--- config.mk ---
export PLATFORM = sky130hd
export DESIGN_NAME = priority_queue_remove_max
export DESIGN_NICKNAME = d
export VERILOG_FILES = /design/src/rtl/pqrm_pkg.sv /design/src/rtl/priority_queue_remove_max.sv /design/src/rtl/pqrm_ram.sv
export SDC_FILE = /design/constraint.sdc
export NUM_CORES = 2
export LEC_CHECK = 0
export BUFFER_PORTS_ARGS = -buffer_cell sky130_fd_sc_hd__buf_2
export CORE_AREA = 2 2 284 286
export CTS_CLUSTER_SIZE = 24
export DETAILED_ROUTE_END_ITERATION = 16
export DIE_AREA = 0 0 286 288
export GPL_TIMING_DRIVEN = 0
export PLACE_DENSITY = 0.79
export SYNTH_ARGS = -nofsm -noshare
export SYNTH_HDL_FRONTEND = slang
export SYNTH_SLANG_ARGS = --single-unit
--- constraint.sdc ---
create_clock -name clk_i -period 8.1 [get_ports clk_i]
set_input_delay 0.405 -clock clk_i [delete_from_list [all_inputs] [get_ports clk_i]]
set_output_delay 0.405 -clock clk_i [all_outputs]
set_load 0.05 [all_outputs]
--- src/rtl/pqrm_pkg.sv ---
// Package for the bounded priority queue: sizes, command and status codes.
// Used by the top level priority_queue_remove_max; pqrm_ram does not import it.
`timescale 1ns / 1ps

package pqrm_pkg;

  localparam int CAPACITY = 16;
  localparam int IDX_W    = (CAPACITY > 1) ? $clog2(CAPACITY) : 1;
  localparam int CNT_W    = $clog2(CAPACITY + 1);
  localparam int DATA_W   = 32;
  localparam int ENTRY_W  = 2 * DATA_W;
  localparam int OCC_W    = 5;

  typedef enum logic {
    CMD_INSERT = 1'b0,
    CMD_REMOVE = 1'b1
  } command_e;

  typedef enum logic [1:0] {
    STATUS_OK    = 2'd0,
    STATUS_EMPTY = 2'd1,
    STATUS_FULL  = 2'd2
  } status_e;

endpackage

--- src/rtl/priority_queue_remove_max.sv ---
// Bounded priority queue (CAPACITY entries) with first-in tie-break; one result per command.
// Insert, full insert or empty remove: the result is registered from the finish state, and the
// next transaction is taken once the block is back in idle. Remove of n held entries, winner at
// place b: the n entries are scanned on one comparator, then the entries after place b close the
// gap, one entry moved per cycle; the result is then registered from the finish state. A stalled result
// holds the block. Reset (asynchronous, active low) empties the queue; the store is not cleared.
`timescale 1ns / 1ps

module priority_queue_remove_max
  import pqrm_pkg::*;
(
  input  logic              clk_i,
  input  logic              rst_ni,
  input  logic              in_valid_i,
  output logic              in_stall_o,
  input  logic              command_i,
  input  logic signed [31:0] item_value_i,
  input  logic signed [31:0] item_priority_i,
  output logic              out_valid_o,
  input  logic              out_stall_i,
  output logic signed [31:0] removed_value_o,
  output logic signed [31:0] removed_priority_o,
  output logic [1:0]        status_o,
  output logic [4:0]        occupancy_o
);

  localparam logic [1:0] ST_IDLE   = 2'd0;
  localparam logic [1:0] ST_SCAN   = 2'd1;
  localparam logic [1:0] ST_COPY   = 2'd2;
  localparam logic [1:0] ST_FINISH = 2'd3;

  localparam logic [CNT_W-1:0] CAP_CNT = CNT_W'(CAPACITY);
  localparam logic [CNT_W-1:0] ONE_CNT = CNT_W'(1);
  localparam logic [CNT_W-1:0] TWO_CNT = CNT_W'(2);

  logic [1:0]         state_q, state_d;
  logic [CNT_W-1:0]   count_q, count_d;
  logic [CNT_W-1:0]   rd_q, rd_d;
  logic               pend_q, pend_d;
  logic [IDX_W-1:0]   best_idx_q, best_idx_d;
  logic [ENTRY_W-1:0] best_q, best_d;
  status_e            res_status_q, res_status_d;

  logic               out_valid_q, out_valid_d;
  logic [DATA_W-1:0]  out_value_q, out_value_d;
  logic [DATA_W-1:0]  out_prio_q, out_prio_d;
  status_e            out_status_q, out_status_d;
  logic [OCC_W-1:0]   out_occ_q, out_occ_d;

  logic               ram_we;
  logic [IDX_W-1:0]   ram_waddr;
  logic [ENTRY_W-1:0] ram_wdata;
  logic [IDX_W-1:0]   ram_raddr;
  logic [ENTRY_W-1:0] ram_rdata;

  logic               accept;
  logic               take;
  logic               reading;
  logic [IDX_W-1:0]   wr_ptr;

  assign accept     = in_valid_i && (state_q == ST_IDLE);
  assign in_stall_o = (state_q != ST_IDLE);

  // Entries are stored as {priority, value}.
  pqrm_ram #(
    .WIDTH(ENTRY_W),
    .DEPTH(CAPACITY)
  ) u_store (
    .clk_i  (clk_i),
    .we_i   (ram_we),
    .waddr_i(ram_waddr),
    .wdata_i(ram_wdata),
    .raddr_i(ram_raddr),
    .rdata_o(ram_rdata)
  );

  // During the scan the read data belongs to place rd_q - 1; the first one seeds the best.
  assign take = (rd_q == ONE_CNT) ||
                ($signed(ram_rdata[ENTRY_W-1:DATA_W]) > $signed(best_q[ENTRY_W-1:DATA_W]));
  assign reading = (rd_q < count_q);
  assign wr_ptr  = IDX_W'(rd_q - TWO_CNT);

  always_comb begin
    state_d      = state_q;
    count_d      = count_q;
    rd_d         = rd_q;
    pend_d       = pend_q;
    best_idx_d   = best_idx_q;
    best_d       = best_q;
    res_status_d = res_status_q;
    out_valid_d  = out_valid_q;
    out_value_d  = out_value_q;
    out_prio_d   = out_prio_q;
    out_status_d = out_status_q;
    out_occ_d    = out_occ_q;
    ram_we       = 1'b0;
    ram_waddr    = count_q[IDX_W-1:0];
    ram_wdata    = {item_priority_i, item_value_i};
    ram_raddr    = '0;

    if (out_valid_q && !out_stall_i) begin
      out_valid_d = 1'b0;
    end

    unique case (state_q)
      ST_IDLE: begin
        if (accept) begin
          best_d = '0;
          if (command_i == CMD_INSERT) begin
            state_d = ST_FINISH;
            if (count_q >= CAP_CNT) begin
              res_status_d = STATUS_FULL;
            end else begin
              res_status_d = STATUS_OK;
              ram_we       = 1'b1;
              count_d      = count_q + ONE_CNT;
            end
          end else if (count_q == '0) begin
            res_status_d = STATUS_EMPTY;
            state_d      = ST_FINISH;
          end else begin
            // Place 0 is read at this edge.
            res_status_d = STATUS_OK;
            rd_d         = ONE_CNT;
            state_d      = ST_SCAN;
          end
        end
      end
      ST_SCAN: begin
        ram_raddr = rd_q[IDX_W-1:0];
        if (take) begin
          best_d     = ram_rdata;
          best_idx_d = IDX_W'(rd_q - ONE_CNT);
        end
        if (rd_q == count_q) begin
          rd_d    = CNT_W'(best_idx_d) + ONE_CNT;
          pend_d  = 1'b0;
          state_d = ST_COPY;
        end else begin
          rd_d = rd_q + ONE_CNT;
        end
      end
      ST_COPY: begin
        // Each later entry moves one place forward: read at rd_q, write two places back.
        ram_raddr = rd_q[IDX_W-1:0];
        ram_we    = pend_q;
        ram_waddr = wr_ptr;
        ram_wdata = ram_rdata;
        if (reading) begin
          rd_d   = rd_q + ONE_CNT;
          pend_d = 1'b1;
        end else begin
          pend_d  = 1'b0;
          count_d = count_q - ONE_CNT;
          state_d = ST_FINISH;
        end
      end
      ST_FINISH: begin
        if (!out_valid_q || !out_stall_i) begin
          out_valid_d  = 1'b1;
          out_value_d  = best_q[DATA_W-1:0];
          out_prio_d   = best_q[ENTRY_W-1:DATA_W];
          out_status_d = res_status_q;
          out_occ_d    = OCC_W'(count_q);
          state_d      = ST_IDLE;
        end
      end
      default: begin
        state_d = ST_IDLE;
      end
    endcase
  end

  always_ff @(posedge clk_i or negedge rst_ni) begin
    if (!rst_ni) begin
      state_q     <= ST_IDLE;
      count_q     <= '0;
      rd_q        <= '0;
      pend_q      <= 1'b0;
      out_valid_q <= 1'b0;
    end else begin
      state_q     <= state_d;
      count_q     <= count_d;
      rd_q        <= rd_d;
      pend_q      <= pend_d;
      out_valid_q <= out_valid_d;
    end
  end

  always_ff @(posedge clk_i) begin
    best_idx_q   <= best_idx_d;
    best_q       <= best_d;
    res_status_q <= res_status_d;
    out_value_q  <= out_value_d;
    out_prio_q   <= out_prio_d;
    out_status_q <= out_status_d;
    out_occ_q    <= out_occ_d;
  end

  assign out_valid_o        = out_valid_q;
  assign removed_value_o    = out_value_q;
  assign removed_priority_o = out_prio_q;
  assign status_o           = out_status_q;
  assign occupancy_o        = out_occ_q;

endmodule

--- src/rtl/pqrm_ram.sv ---
// Generic single write port, single read port RAM with registered read data.
// Self-contained; no package dependency.
`timescale 1ns / 1ps

module pqrm_ram #(
  parameter int WIDTH = 64,
  parameter int DEPTH = 16
) (
  input  logic                                    clk_i,
  input  logic                                    we_i,
  input  logic [((DEPTH > 1) ? $clog2(DEPTH) : 1)-1:0] waddr_i,
  input  logic [WIDTH-1:0]                        wdata_i,
  input  logic [((DEPTH > 1) ? $clog2(DEPTH) : 1)-1:0] raddr_i,
  output logic [WIDTH-1:0]                        rdata_o
);

  logic [WIDTH-1:0] mem_q [DEPTH];

  always_ff @(posedge clk_i) begin
    if (we_i) begin
      mem_q[waddr_i] <= wdata_i;
    end
    rdata_o <= mem_q[raddr_i];
  end

endmodule
==> metrics.md <==
| Metric | Value |
|---|---|
| Async set or reset register ratio after synthesis | `0.0113` |
| Setup_tns | `0 ns` |
| RD Place Congestion | `0.846` |
| Clk root buf | `clkbuf_16` |
| Synthesis Warnings | `0` |
| Peak VDD IR | `212 uV` |
| CP Capture Type | `register` |
| Total die area | `0.0824 sq mm` |
| Seq/Total Area, Yosys | `0.750` |
| Pwr dens | `382 mW/mm^2` |
| Synth Register Bits | `1243` |
| Status | `completed` |
| CTS Buf Count | `118` |
| CTS Sinks | `1243` |
| Most frequent cells in the layout | `edfxtp_1 (1165), mux2_2 (320), a21oi_1 (275)` |
| Pin count of the biggest net entering global routing | `32` |
| First-pass GRT wire length | `175000 um` |
| Max capacitance violation total | `0` |
| Synth Area in Compound Gates | `0.0858` |
| Starting Density | `0.613` |
| Crit path max fanout | `25` |
| Largest family of logic cells by synthesized area | `multiplexers` |
| Hold WC Path Type | `primary input to register` |
| Fin crit period | `5.38 ns` |
| R2r setup slk | `2.72 ns` |
| Number of routed nets with antenna violations | `0` |
| Core Util, Final | `0.702` |
| CORE AREA | `0.0796 sq mm` |
| Share of post-route cells with drive strength above 1 | `0.214` |
| Leak Pwr | `18.3 nW` |
| Max clock buf depth | `3` |
| Skew-Pair Late Insertion Delay | `0.70 ns` |
| Mapped Area | `0.0488 sq mm` |
| Post-synthesis mux area share | `0.101` |
| Most common cell after layout, fill and taps aside | `edfxtp_1` |
| Vias | `28400` |
| Post-synth net total | `3070` |
| Post-Synth Simple-Gate Area | `0.0294` |
| Vias in the first global route | `29000` |
| Worst Skew | `0.0331 ns` |
| Synth Area in Adders | `0.0135` |
| Finished Layout Cells | `4416` |
| Post-route cell area | `0.0559 sq mm` |
| Fmax | `0.186 GHz` |
| I/O Buffers | `141` |
| NumNets Final | `3371` |
| Hold Fails Final Rpt | `0` |
| IO Count | `142` |
| Top FF cell, synth | `edfxtp_1` |
| Slew HR | `0.0184` |
| GRT overflow | `0` |
| Dpl ws | `2.85 ns` |
| Post-synth cell types | `59` |
| Arrival time worst endpoint | `5.77 ns` |
| WS Path Type | `register to register` |
| Final WS setup | `2.72 ns` |
| Clock slew at reported path FFs | `0.06 ns` |
| Hpwl dp | `77000 um` |
| Area grow syn2layout | `14.5%` |
| Final setup fails | `0` |
| Placed cell areas | `0.0518 sq mm` |
| Die Width | `286 um` |
| Inst Count DP | `4187` |
| CP Launch Type | `register` |
| Mean area per synthesized cell | `16.6 sq um` |
| Die H | `288 um` |
| Via density | `6.44` |
| Slew Limit Fails | `0` |
| Number of buffers added for setup after CTS | `0` |
| XOR/XNOR Fraction of Synth Area | `0.00215` |
| Req. time, crit path | `8.49 ns` |
| # DRC | `0` |
| Period Utilization, post-route | `0.664` |
| Initial DRC count | `3365` |
| Mapped Cells | `2949` |
| CTS tree | `yes` |
| Routed WL per cell | `26.9 um` |
| Pre-antenna DRT Iters | `6` |
| Worst slew pin tran | `1.47 ns` |
| Final WL | `119000 um` |
| EDFF count, synth | `1165` |
| CTS H-tree lvls | `3` |
| # rows | `104` |
| Total track usage | `0.284` |
| RSZ-0062 raised after global routing | `false` |
| Initial antenna violation count | `0` |
==> repair_timing <==
item | 4_1_cts | 5_1_grt
resized for setup | 0 | 0
hold endpoints to repair | 15 | 0
hold buffers | 2 | 0
==> final cells by class <==
cell class	count	area, sq um
antenna	1	2.50
buffer	184	701
clock buffer	159	3340
clock inverter	66	769
fill	4785	23700
inverter	51	191
multi-input combinational	1471	11500
sequential	1243	36600
tap	1060	1330
timing repair buffer	181	1500
==> cells by family after synthesis <==
logic type	after synthesis
DFF	1243
AOI/OAI and AO/OA	650
muxes	454
and+or+nand+nor	303
buffers and inverters	235
adders and majority gates	52
xor gates and xnor gates	12
==> routing by layer <==
layer / routed length [um] / vias up / global-route usage / part of all wire
met5: 0 / - / 0 / 0
met1: 45500 / 14300 / 0.373 / 0.38
met3: 10300 / 237 / 0.0430 / 0.086
met4: 4190 / 0 / 0.121 / 0.035
li1: - / 12200 / - / -
met2: 58700 / 1709 / 0.478 / 0.49
==> per-stage QoR <==
step                total power [mW]  hold slack (ns)
floorplan                       13.2            0.109
global placement                15.2            0.322
detailed placement              15.5            0.329
CTS                             21.3          0.00556
global route                    22.1           0.0389
finish                          21.3           0.0363
==> flip-flops by register name, indices dropped and copies added (netlist names), 4 cells and up <==
register            flops
best_idx_q              4
best_q                 64
count_q                 5
occupancy_o             5
rd_q                    5
removed_priority_o     32
removed_value_o        32
u_store.mem_q        1024
u_store.rdata_o        64
==> worst max-delay path: stages, from the launching register on <==
cell and delay (ns):
dfrtp_1 0.38, clkbuf_1 1.05, clkbuf_1 0.78, clkbuf_1 0.47, inv_1 0.12, ha_1 0.26
xnor2_1 0.20, nor2_1 0.14, a21oi_1 0.26, nor2_4 0.82, buf_12 0.30, buf_16 0.21
==> where the power goes <==
part	total (mW)	switching [mW]	internal [mW]
sequential	8.81	0.315	8.50
clock	5.79	2.36	3.43
combinational	6.75	4.61	2.13
==> cells in the mapped netlist, drive strengths merged (10+ instances only) <==
cell    number  area share
a21oi      276       0.028
a221oi     130       0.023
a22oi       66       0.010
and2        68      0.0087
buf         43      0.0035
clkbuf     141       0.011
dfrtp       14      0.0072
dfxtp       64       0.026
edfxtp    1165        0.72
ha          51       0.013
inv         51      0.0039
mux2       323       0.075
mux2i      131       0.027
nand2       96      0.0074
nor2        97      0.0076
o21ai       78      0.0081
o31ai       65       0.010
xnor2       10      0.0018
==> path summary, 6_finish.rpt <==
| path | startpoint | end | cells after the start |
|---|---|---|---|
| worst max-delay path | rd_q[2] | u_store.mem_q[14][32] | 11 |
| worst min-delay path | command_i | res_status_q[1] | 2 |
| worst max register to register | rd_q[2] | u_store.mem_q[14][32] | 11 |
| worst min register to register | best_q[24] | removed_value_o[24] | 0 |
| max in group asynchronous | rst_ni | count_q[0] | 2 |
| min in group asynchronous | rst_ni | rd_q[3] | 2 |
Note: power is estimated with default switching activity, not from simulation.
